`config.mk`:
```
export PLATFORM = sky130hd
export DESIGN_NAME = first_fit_region_allocator
export DESIGN_NICKNAME = d
export VERILOG_FILES = /design/src/ffra_pkg.sv /design/src/ffra_table.sv /design/src/ffra_eval.sv /design/src/first_fit_region_allocator.sv
export SDC_FILE = /design/constraint.sdc
export NUM_CORES = 2
export LEC_CHECK = 0
export ABC_AREA = 1
export BUFFER_PORTS_ARGS = -buffer_cell sky130_fd_sc_hd__buf_2
export CAP_MARGIN = 20
export CORE_UTILIZATION = 30
export DETAILED_ROUTE_END_ITERATION = 8
export SLEW_MARGIN = 10
export SYNTH_ARGS = -nofsm -noshare
export SYNTH_HDL_FRONTEND = slang
export SYNTH_SLANG_ARGS = --single-unit
```
`constraint.sdc`:
```
create_clock -name clock -period 4.21 [get_ports clock]
set_clock_uncertainty 0.1 [all_clocks]
set_input_delay 0.6315 -clock clock [delete_from_list [all_inputs] [get_ports clock]]
set_output_delay 0.6315 -clock clock [all_outputs]
set_load 0.02 [all_outputs]
```
`src/ffra_pkg.sv`:
```
package ffra_pkg;

   localparam int MAP_ENTRIES = 32;
   localparam int HEAP_BYTES  = 65536;
   localparam int ALIGN_BYTES = 16;

   localparam int IDX_W = $clog2(MAP_ENTRIES);
   localparam int CNT_W = $clog2(MAP_ENTRIES + 1);
   localparam int OFF_W = 16;
   localparam int LEN_W = $clog2(HEAP_BYTES + 1);

   localparam logic [LEN_W-1:0] ALIGN_LEN  = LEN_W'(ALIGN_BYTES);
   localparam logic [LEN_W-1:0] ALIGN_MASK = ~(ALIGN_LEN - LEN_W'(1));

   localparam logic [1:0] FN_ALLOC = 2'd0;
   localparam logic [1:0] FN_FREE  = 2'd1;
   localparam logic [1:0] FN_INIT  = 2'd2;

   localparam logic [2:0] ST_GRANTED = 3'd0;
   localparam logic [2:0] ST_NOFIT   = 3'd1;
   localparam logic [2:0] ST_FREED   = 3'd2;
   localparam logic [2:0] ST_IGNORED = 3'd3;
   localparam logic [2:0] ST_INIT    = 3'd4;

   typedef struct packed {
      logic [OFF_W-1:0] offset;
      logic [LEN_W-1:0] length;
      logic             used;
   } entry_type;

   typedef struct packed {
      logic      hit;
      logic      roomy;
      entry_type tail;
   } eval_type;

   localparam entry_type INIT_ENTRY = '{offset: '0, length: LEN_W'(HEAP_BYTES), used: 1'b0};

   // Rounds a byte count up to the alignment; zero becomes one alignment unit.
   function automatic logic [LEN_W-1:0] need_of(input logic [OFF_W-1:0] size);
      logic [LEN_W-1:0] up;
      up = (LEN_W'(size) + ALIGN_LEN - LEN_W'(1)) & ALIGN_MASK;
      if (up == '0) begin
         up = ALIGN_LEN;
      end
      return up;
   endfunction

endpackage

```
`src/ffra_table.sv`:
```
module ffra_table (
   input  logic                       clock,
   input  logic                       wr_en,
   input  logic [ffra_pkg::IDX_W-1:0] wr_addr,
   input  ffra_pkg::entry_type        wr_data,
   input  logic [ffra_pkg::IDX_W-1:0] rd_addr,
   output ffra_pkg::entry_type        rd_data
);
   import ffra_pkg::*;

   entry_type store_ff [MAP_ENTRIES];
   entry_type rd_data_ff;

   // One write and one registered read per cycle.
   always_ff @(posedge clock) begin
      if (wr_en) begin
         store_ff[wr_addr] <= wr_data;
      end
      rd_data_ff <= store_ff[rd_addr];
   end

   assign rd_data = rd_data_ff;

endmodule

```
`src/ffra_eval.sv`:
```
module ffra_eval (
   input  logic [1:0]                 func,
   input  logic [ffra_pkg::LEN_W-1:0] need,
   input  logic [ffra_pkg::OFF_W-1:0] address,
   input  ffra_pkg::entry_type        entry,
   output ffra_pkg::eval_type         result
);
   import ffra_pkg::*;

   logic [LEN_W:0] limit;

   // Allocation looks for a free region that is long enough; a free looks for
   // a used region that starts at the given offset.
   always_comb begin
      limit = {1'b0, need} + {1'b0, ALIGN_LEN};
      if (func == FN_ALLOC) begin
         result.hit = !entry.used && (entry.length >= need);
      end else begin
         result.hit = entry.used && (entry.offset == address);
      end
      result.roomy       = {1'b0, entry.length} > limit;
      result.tail.offset = entry.offset + need[OFF_W-1:0];
      result.tail.length = entry.length - need;
      result.tail.used   = 1'b0;
   end

endmodule

```
`src/first_fit_region_allocator.sv`:
```
// First-fit heap region allocator.
// A request word (req_func, req_request_size, req_address, req_null_pointer)
// is taken at a rising edge with start high and busy low. Allocate rounds the
// size up to the 16-byte alignment and grants the first free region that is long
// enough, splitting off the tail as a new free region when it is over 16 bytes
// and the 32-entry table has room. Free releases the used region starting at
// req_address and merges it with free neighbours. Reinitialise restores one
// free region. Each request gives exactly one result word, shown for one cycle
// with rsp_valid high; the receiver cannot stall, so it must take the word in
// that cycle. A request ignored at once (an unknown function or a free of a
// null pointer) answers in the cycle after it is taken and leaves busy low.
// A reinitialise passes through the init state, which rewrites the table and
// issues the result word. Allocate and free take longer the more table entries
// are in use; the single read port of the region table sets their pace: the scan
// reads one entry a cycle, and an insertion or removal moves the entries behind
// it one at a time. Other requests keep busy high until the result word is issued.
// After reset the boot state writes the initial region, busy high, no result word.
module first_fit_region_allocator (
   input  logic                        clock,
   input  logic                        reset,
   input  logic                        start,
   output logic                        busy,
   input  logic [1:0]                  req_func,
   input  logic [15:0]                 req_request_size,
   input  logic [15:0]                 req_address,
   input  logic                        req_null_pointer,
   output logic                        rsp_valid,
   output logic [2:0]                  rsp_status,
   output logic [15:0]                 rsp_block_offset,
   output logic [ffra_pkg::CNT_W-1:0]  rsp_entries_in_use
);
   import ffra_pkg::*;

   typedef enum logic [2:0] {
      S_BOOT, S_INIT, S_IDLE, S_SCAN, S_MERGE, S_SHIFT_DN, S_SHIFT_UP, S_SPLIT
   } state_type;

   state_type        state_ff, state_in;
   logic [1:0]       func_ff, func_in;
   logic [LEN_W-1:0] need_ff, need_in;
   logic [OFF_W-1:0] addr_ff, addr_in;
   logic [CNT_W-1:0] cnt_ff, cnt_in;
   logic [CNT_W-1:0] ptr_ff, ptr_in;
   logic [CNT_W-1:0] tag_ff, tag_in;
   logic             vld_ff, vld_in;
   logic [CNT_W-1:0] hit_idx_ff, hit_idx_in;
   entry_type        cur_ff, cur_in;
   entry_type        prev_ff, prev_in;
   entry_type        tail_ff, tail_in;
   logic [1:0]       shift_ff, shift_in;
   logic             rsp_valid_ff, rsp_valid_in;
   logic [2:0]       rsp_status_ff, rsp_status_in;
   logic [OFF_W-1:0] rsp_offset_ff, rsp_offset_in;
   logic [CNT_W-1:0] rsp_count_ff, rsp_count_in;

   logic             wr_en;
   logic [CNT_W-1:0] wr_idx;
   entry_type        wr_data;
   entry_type        rd_data;
   eval_type         ev;
   logic             split;
   logic             pfree;
   logic             nfree;
   logic [LEN_W-1:0] merged_len;

   ffra_table u_table (
      .clock   (clock),
      .wr_en   (wr_en),
      .wr_addr (wr_idx[IDX_W-1:0]),
      .wr_data (wr_data),
      .rd_addr (ptr_ff[IDX_W-1:0]),
      .rd_data (rd_data)
   );

   // The shared compare unit judges each entry as it comes back from the table.
   ffra_eval u_eval (
      .func    (func_ff),
      .need    (need_ff),
      .address (addr_ff),
      .entry   (rd_data),
      .result  (ev)
   );

   always_comb begin
      state_in      = state_ff;
      func_in       = func_ff;
      need_in       = need_ff;
      addr_in       = addr_ff;
      cnt_in        = cnt_ff;
      ptr_in        = ptr_ff;
      tag_in        = ptr_ff;
      vld_in        = 1'b0;
      hit_idx_in    = hit_idx_ff;
      cur_in        = cur_ff;
      prev_in       = prev_ff;
      tail_in       = tail_ff;
      shift_in      = shift_ff;
      rsp_valid_in  = 1'b0;
      rsp_status_in = rsp_status_ff;
      rsp_offset_in = rsp_offset_ff;
      rsp_count_in  = rsp_count_ff;
      wr_en         = 1'b0;
      wr_idx        = '0;
      wr_data       = INIT_ENTRY;
      split         = ev.roomy && (cnt_ff < CNT_W'(MAP_ENTRIES));
      // A merge takes in the region before the freed one and the one after it
      // when they are free; the table never holds two free neighbours.
      pfree         = (hit_idx_ff != '0) && !prev_ff.used;
      nfree         = vld_ff && !rd_data.used;
      merged_len    = (pfree ? prev_ff.length : '0) + cur_ff.length
                      + (nfree ? rd_data.length : '0);

      unique case (state_ff)
         S_BOOT: begin
            wr_en    = 1'b1;
            cnt_in   = CNT_W'(1);
            state_in = S_IDLE;
         end

         S_INIT: begin
            wr_en         = 1'b1;
            cnt_in        = CNT_W'(1);
            rsp_valid_in  = 1'b1;
            rsp_status_in = ST_INIT;
            rsp_offset_in = '0;
            rsp_count_in  = CNT_W'(1);
            state_in      = S_IDLE;
         end

         S_IDLE: begin
            if (start) begin
               func_in = req_func;
               need_in = need_of(req_request_size);
               addr_in = req_address;
               ptr_in  = '0;
               prev_in = INIT_ENTRY;
               priority if (req_func == FN_INIT) begin
                  state_in = S_INIT;
               end else if (req_func == FN_ALLOC
                            || (req_func == FN_FREE && !req_null_pointer)) begin
                  state_in = S_SCAN;
               end else begin
                  rsp_valid_in  = 1'b1;
                  rsp_status_in = ST_IGNORED;
                  rsp_offset_in = '0;
                  rsp_count_in  = cnt_ff;
               end
            end
         end

         S_SCAN: begin
            // Read one entry a cycle; the data for entry tag_ff arrives now.
            if (ptr_ff < cnt_ff) begin
               vld_in = 1'b1;
               ptr_in = ptr_ff + CNT_W'(1);
            end
            if (vld_ff && ev.hit) begin
               hit_idx_in = tag_ff;
               cur_in     = rd_data;
               if (func_ff == FN_ALLOC) begin
                  wr_en          = 1'b1;
                  wr_idx         = tag_ff;
                  wr_data.offset = rd_data.offset;
                  wr_data.length = split ? need_ff : rd_data.length;
                  wr_data.used   = 1'b1;
                  tail_in        = ev.tail;
                  if (!split) begin
                     rsp_valid_in  = 1'b1;
                     rsp_status_in = ST_GRANTED;
                     rsp_offset_in = rd_data.offset;
                     rsp_count_in  = cnt_ff;
                     state_in      = S_IDLE;
                  end else if (tag_ff + CNT_W'(1) < cnt_ff) begin
                     vld_in   = 1'b0;
                     ptr_in   = cnt_ff - CNT_W'(1);
                     state_in = S_SHIFT_UP;
                  end else begin
                     vld_in   = 1'b0;
                     state_in = S_SPLIT;
                  end
               end else begin
                  // The read of the following entry is already under way.
                  state_in = S_MERGE;
               end
            end else if (vld_ff) begin
               prev_in = rd_data;
            end else if (ptr_ff >= cnt_ff) begin
               rsp_valid_in  = 1'b1;
               rsp_status_in = (func_ff == FN_ALLOC) ? ST_NOFIT : ST_IGNORED;
               rsp_offset_in = '0;
               rsp_count_in  = cnt_ff;
               state_in      = S_IDLE;
            end
         end

         S_MERGE: begin
            wr_en          = 1'b1;
            wr_idx         = pfree ? hit_idx_ff - CNT_W'(1) : hit_idx_ff;
            wr_data.offset = pfree ? prev_ff.offset : cur_ff.offset;
            wr_data.length = merged_len;
            wr_data.used   = 1'b0;
            shift_in       = {1'b0, pfree} + {1'b0, nfree};
            ptr_in         = hit_idx_ff + CNT_W'(1) + CNT_W'(nfree);
            if (!pfree && !nfree) begin
               rsp_valid_in  = 1'b1;
               rsp_status_in = ST_FREED;
               rsp_offset_in = '0;
               rsp_count_in  = cnt_ff;
               state_in      = S_IDLE;
            end else begin
               state_in = S_SHIFT_DN;
            end
         end

         S_SHIFT_DN: begin
            // Close the gap left by the merged entries, lowest entry first.
            if (ptr_ff < cnt_ff) begin
               vld_in = 1'b1;
               ptr_in = ptr_ff + CNT_W'(1);
            end
            if (vld_ff) begin
               wr_en   = 1'b1;
               wr_idx  = tag_ff - CNT_W'(shift_ff);
               wr_data = rd_data;
            end else if (ptr_ff >= cnt_ff) begin
               cnt_in        = cnt_ff - CNT_W'(shift_ff);
               rsp_valid_in  = 1'b1;
               rsp_status_in = ST_FREED;
               rsp_offset_in = '0;
               rsp_count_in  = cnt_ff - CNT_W'(shift_ff);
               state_in      = S_IDLE;
            end
         end

         S_SHIFT_UP: begin
            // Open a slot behind the granted region, highest entry first.
            if (ptr_ff > hit_idx_ff) begin
               vld_in = 1'b1;
               ptr_in = ptr_ff - CNT_W'(1);
            end
            if (vld_ff) begin
               wr_en   = 1'b1;
               wr_idx  = tag_ff + CNT_W'(1);
               wr_data = rd_data;
            end else if (ptr_ff <= hit_idx_ff) begin
               state_in = S_SPLIT;
            end
         end

         S_SPLIT: begin
            wr_en         = 1'b1;
            wr_idx        = hit_idx_ff + CNT_W'(1);
            wr_data       = tail_ff;
            cnt_in        = cnt_ff + CNT_W'(1);
            rsp_valid_in  = 1'b1;
            rsp_status_in = ST_GRANTED;
            rsp_offset_in = cur_ff.offset;
            rsp_count_in  = cnt_ff + CNT_W'(1);
            state_in      = S_IDLE;
         end

         default: begin
            state_in = S_BOOT;
         end
      endcase
   end

   always_ff @(posedge clock) begin
      if (reset) begin
         state_ff     <= S_BOOT;
         cnt_ff       <= CNT_W'(1);
         vld_ff       <= 1'b0;
         rsp_valid_ff <= 1'b0;
      end else begin
         state_ff     <= state_in;
         cnt_ff       <= cnt_in;
         vld_ff       <= vld_in;
         rsp_valid_ff <= rsp_valid_in;
      end
      func_ff       <= func_in;
      need_ff       <= need_in;
      addr_ff       <= addr_in;
      ptr_ff        <= ptr_in;
      tag_ff        <= tag_in;
      hit_idx_ff    <= hit_idx_in;
      cur_ff        <= cur_in;
      prev_ff       <= prev_in;
      tail_ff       <= tail_in;
      shift_ff      <= shift_in;
      rsp_status_ff <= rsp_status_in;
      rsp_offset_ff <= rsp_offset_in;
      rsp_count_ff  <= rsp_count_in;
   end

   assign busy               = (state_ff != S_IDLE);
   assign rsp_valid          = rsp_valid_ff;
   assign rsp_status         = rsp_status_ff;
   assign rsp_block_offset   = rsp_offset_ff;
   assign rsp_entries_in_use = rsp_count_ff;

endmodule

```
==> results.txt <==
----------------------------------------------------
[Synthesis]
  Gate Count Post-Synth ... between 4000 and 5000
  Average cell area after synthesis ... approximately 12 um^2
  Main combinational cell family by area after synthesis ... compound AO/OA/AOI/OAI gates
  Share of synthesized cell area in and, or, nand and nor gates ... a little over a tenth
  Post-synthesis share of cell area spent on full adders, half adders and majority gates ... 2.65%
  FF+latch count, synth ... 1309
  Post-synth EDFFs ... between 1000 and 1500
  Multiplexer share of the synthesized area ... 0%
  Complex-gate fraction of the synthesized area ... 12.8%
  Post-synth net total ... 4741
  Post-synthesis share of cell area spent on xor and xnor gates ... between 1 and 1.5%
  Top FF cell, synth ... sky130_fd_sc_hd__edfxtp_1
  Post-synth design cell area ... 55900 um^2
  Asr flop ratio synth ... 0%
  Yosys synthesis warning count ... 0
  Sequential-to-total area share from yosys stat ... a little over two thirds
  Synth cell types ... 58

[Die]
  Number of top-level pins ... between 60 and 70
  Initial standard-cell utilization of the core ... 30.2%
  Core ar. ... 185000 um^2
  Chip height ... 434 um
  Row cnt ... 158
  Area of the die ... roughly 190000 um^2
  Die extent in x ... 434 um

[Global route]
  Pin count of the biggest net entering global routing ... 184
  GRT Overall Usage ... 17.9%
  Vias in the first global route ... 36216
  Wire length of the first global-routing pass ... between 200 and 250 mm
  Grt ovf ... 0
  Antenna violations before repair ... 2

[Placement]
  Final weighted congestion of routability-driven global placement ... 0.903
  Worst slack, placed ... 0.125 ns
  Final HPWL from detailed placement ... around 99 mm
  Port-buffer cells ... 64
  Area after detailed placement ... around 61000 um^2
  Number of cells after detailed placement ... 7068

[Finish]
  Final #Nets ... 4877
  Area Growth Syn to Fin ... 16.5%
  Proportion of layout cells with a drive suffix above 1 ... 12.1%
  Fill count ... approximately 18000
  Non-filler instance count after layout ... 7327
  Final design instance area without fill ... 65100 um^2

[Timing]
  Upper clock frequency limit ... 0.251 GHz
  Setup slack after layout ... about 0.22 ns
  Unrepaired setup endpoints after global routing ... no
  Fin. max-slew vios ... 0
  Shortest period the worst path allows ... 3.99 ns
  Slew at the pin closest to its max-slew limit ... 1.00 ns
  Final period util ... between 90 and 100%
  Setup-failing EPs final ... 0
  Min Hold Slack ... 0.0623 ns
  Max_slew headroom ... 33.0%
  Final Hold Vio Count ... 0
  Sum Neg Setup Slack ... 0 ns

[Clocking]
  Post-CTS Setup Repair Bufs ... 0
  CTS Buffer Depth ... 3
  Total number of H-tree levels ... 4
  CTS tree ... yes
  Root Buffer Master ... sky130_fd_sc_hd__clkbuf_16
  Reg clk slew, reported paths ... around 0.06 ns
  Clock buffer count from CTS ... 135
  Total clock sinks ... 1309
  Later-pin clock latency in the skew report ... 0.77 ns

[Setup path]
  Data arrival time of the critical path ... 4.40 ns
  Reg2Reg Capture Point ... u_table.store_ff[8][12]$_DFFE_PP_
  Critical path origin ... hit_idx_ff[1]$_DFFE_PP_
  Reg2reg start ... hit_idx_ff[1]$_DFFE_PP_
  Depth of the worst register-to-register path ... 22
  End of the critical path ... u_table.store_ff[8][12]$_DFFE_PP_
  Kind of end point of the critical path ... register
  Worst EP required ... 4.62 ns
  Top fanout value on the critical path ... 32
  Kind of critical path ... reg2reg
  Startpoint kind of the worst setup timing path ... register
  Slack of the worst reg-to-reg path ... 0.22 ns

[Power and ir drop]
  Peak supply drop ... about 0.44 mV
  Leakage power ... ~20 nW
  Power density cells ... 452 nW/um^2

[Detailed routing]
  DRC errors left ... 0
  Average detailed-routed wire length per instance ... 23.4 um
  Count of nets left with antenna violations after detail routing ... 0
  First-pass iteration count of the detailed router ... 6
  Routed via count divided by cell count ... 5.24
  Wirelength, routed ... around 170 mm
  Count of vias placed by the detailed router ... 38381
  Starting DRC count in detailed routing ... between 4000 and 5000

[Run]
  Max-capacitance violation count ... 0

[Run status]
  Outcome ... finished clean

[Worst hold path]
  Worst min path class ... in2reg

----------------------------------------------------
==> sequential cells by signal (all words and copies together), names as in the netlist, 2 cells and up <==
| register | flops |
|---|---|
| tag_ff | 6 |
| u_table.rd_data | 34 |
| hit_idx_ff | 6 |
| cur_ff | 33 |
| rsp_block_offset | 16 |
| cnt_ff | 6 |
| u_table.store_ff | 1088 |
| tail_ff | 33 |
| rsp_status | 3 |
| need_ff | 13 |
| prev_ff | 34 |
| func_ff | 2 |
| state_ff | 3 |
| rsp_entries_in_use | 6 |
| ptr_ff | 6 |
| addr_ff | 16 |
| shift_ff | 2 |
==> worst max-delay path, stage by stage (launching register included) <==
cell and delay [ns]:
sky130_fd_sc_hd__edfxtp_1 0.36, sky130_fd_sc_hd__inv_1 0.09, sky130_fd_sc_hd__ha_1 0.19, sky130_fd_sc_hd__nand2_1 0.10, sky130_fd_sc_hd__inv_2 0.05, sky130_fd_sc_hd__nand4_2 0.11, sky130_fd_sc_hd__nand2_4 0.11, sky130_fd_sc_hd__inv_2 0.07
sky130_fd_sc_hd__nand2_1 0.06, sky130_fd_sc_hd__fa_1 0.48, sky130_fd_sc_hd__inv_1 0.04, sky130_fd_sc_hd__ha_1 0.22, sky130_fd_sc_hd__fa_2 0.41, sky130_fd_sc_hd__nand3_1 0.09, sky130_fd_sc_hd__nand3_1 0.13, sky130_fd_sc_hd__nand2_1 0.10
sky130_fd_sc_hd__nand2_1 0.12, sky130_fd_sc_hd__inv_1 0.07, sky130_fd_sc_hd__o21ai_0 0.08, sky130_fd_sc_hd__or2_2 0.29, sky130_fd_sc_hd__nand3_1 0.10, sky130_fd_sc_hd__nand3_2 0.15, sky130_fd_sc_hd__buf_12 0.22
==> worst min-delay path by stage <==
| stage | startpoint | end | slack (ns) | cells past startpoint |
|---|---|---|---|---|
| after floorplan | ptr_ff[0]$_DFFE_PP_ | tag_ff[0]$_DFF_P_ | 0.27 | 0 |
| after global placement | u_table.rd_data[5]$_DFF_P_ | cur_ff[5]$_DFFE_PP_ | 0.36 | 0 |
| after detailed placement | u_table.rd_data[5]$_DFF_P_ | cur_ff[5]$_DFFE_PP_ | 0.36 | 0 |
| after CTS | req_address[0] | addr_ff[0]$_DFFE_PP_ | 0.005 | 1 |
| after global routing | req_address[1] | addr_ff[1]$_DFFE_PP_ | 0.02 | 1 |
| final | req_address[7] | addr_ff[7]$_DFFE_PP_ | 0.06 | 1 |
==> power by group <==
part           switching (W)  total, W  internal, W
Sequential          0.000244    0.0146       0.0144
Clock                0.00496    0.0118      0.00687
Combinational        0.00207   0.00297     0.000904
Total                0.00728    0.0294       0.0221
==> repair_timing <==
action / 4_1_cts / 5_1_grt
endpoints found under the setup margin: 0 / 437
hold endpoints to repair: 7 / 1
hold buffers: 7 / 1
gates resized for setup: 0 / 13
==> cell usage in the layout, fill, tap and decap left out, drive strengths merged, types with 4 or more instances in the layout <==
cell / n
dfxtp: 51
nor3: 26
a22oi: 44
edfxtp: 1258
buf: 253
o21bai: 5
fa: 21
and3: 4
a31oi: 24
nand4: 23
or2: 17
nor2: 808
dlygate4sd3: 8
ha: 85
nand2: 397
a21oi: 84
a211oi: 4
nand3: 128
diode: 5
o21ai: 681
bufinv: 12
o221ai: 77
inv: 217
o22ai: 210
a22o: 12
o2111ai: 6
o211ai: 68
xnor2: 14
clkbuf: 185
clkinv: 45
xor2: 50
==> synth_stat cells, types with 21 or more instances <==
| master | number | area [um^2] |
|---|---|---|
| sky130_fd_sc_hd__edfxtp_1 | 1258 | 37800 |
| sky130_fd_sc_hd__nor2_1 | 793 | 2980 |
| sky130_fd_sc_hd__o21ai_0 | 657 | 3290 |
| sky130_fd_sc_hd__nand2_1 | 373 | 1400 |
| sky130_fd_sc_hd__o22ai_1 | 210 | 1310 |
| sky130_fd_sc_hd__inv_1 | 187 | 702 |
| sky130_fd_sc_hd__clkbuf_1 | 170 | 638 |
| sky130_fd_sc_hd__nand3_1 | 118 | 591 |
| sky130_fd_sc_hd__ha_1 | 85 | 1060 |
| sky130_fd_sc_hd__a21oi_1 | 83 | 415 |
| sky130_fd_sc_hd__o221ai_1 | 77 | 674 |
| sky130_fd_sc_hd__buf_2 | 70 | 350 |
| sky130_fd_sc_hd__o211ai_1 | 68 | 510 |
| sky130_fd_sc_hd__dfxtp_1 | 51 | 1020 |
| sky130_fd_sc_hd__xor2_1 | 50 | 438 |
| sky130_fd_sc_hd__a22oi_1 | 44 | 330 |
| sky130_fd_sc_hd__a31oi_1 | 24 | 150 |
| sky130_fd_sc_hd__o21ai_1 | 24 | 120 |
| sky130_fd_sc_hd__fa_1 | 21 | 420 |
| sky130_fd_sc_hd__nor3_1 | 21 | 105 |
==> metal layers <==
metal	global-route usage (%)	vias up	wire length (um)
met4	6.15	4	5840
met3	2.88	296	13500
met1	24.4	19154	71200
li1	-	17156	-
met5	0	-	33
met2	29.0	1771	80500
==> per-stage QoR <==
step           total power (W)  util (%)
2_1_floorplan           0.0167         -
3_3_place_gp            0.0178      32.7
3_5_place_dp            0.0178      32.7
4_1_cts                 0.0296      35.1
5_1_grt                 0.0303      35.1
6_report                0.0294      35.1
==> cell type report <==
type | count | area [um^2] | area share, %
flip-flops and latches | 1309 | 38800 | 59.6
repair buffers | 261 | 2510 | 3.86
clock buffers | 185 | 3680 | 5.65
well taps | 2480 | 3100 | 4.77
diodes | 5 | 12.5 | 0.0192
inverters | 215 | 831 | 1.28
multi-input cells | 2811 | 15500 | 23.9
clock inverters | 61 | 636 | 0.976
==> cell families after synthesis <==
| family | after synthesis |
|---|---|
| AO/OA/AOI/OAI | 1229 |
| XOR/XNOR | 64 |
| flip-flops | 1309 |
| adder cells (fa/ha/maj) | 106 |
| buffers and inverters | 477 |
| AND/OR/NAND/NOR | 1412 |
No activity file was read; power rests on OpenSTA's default activity.
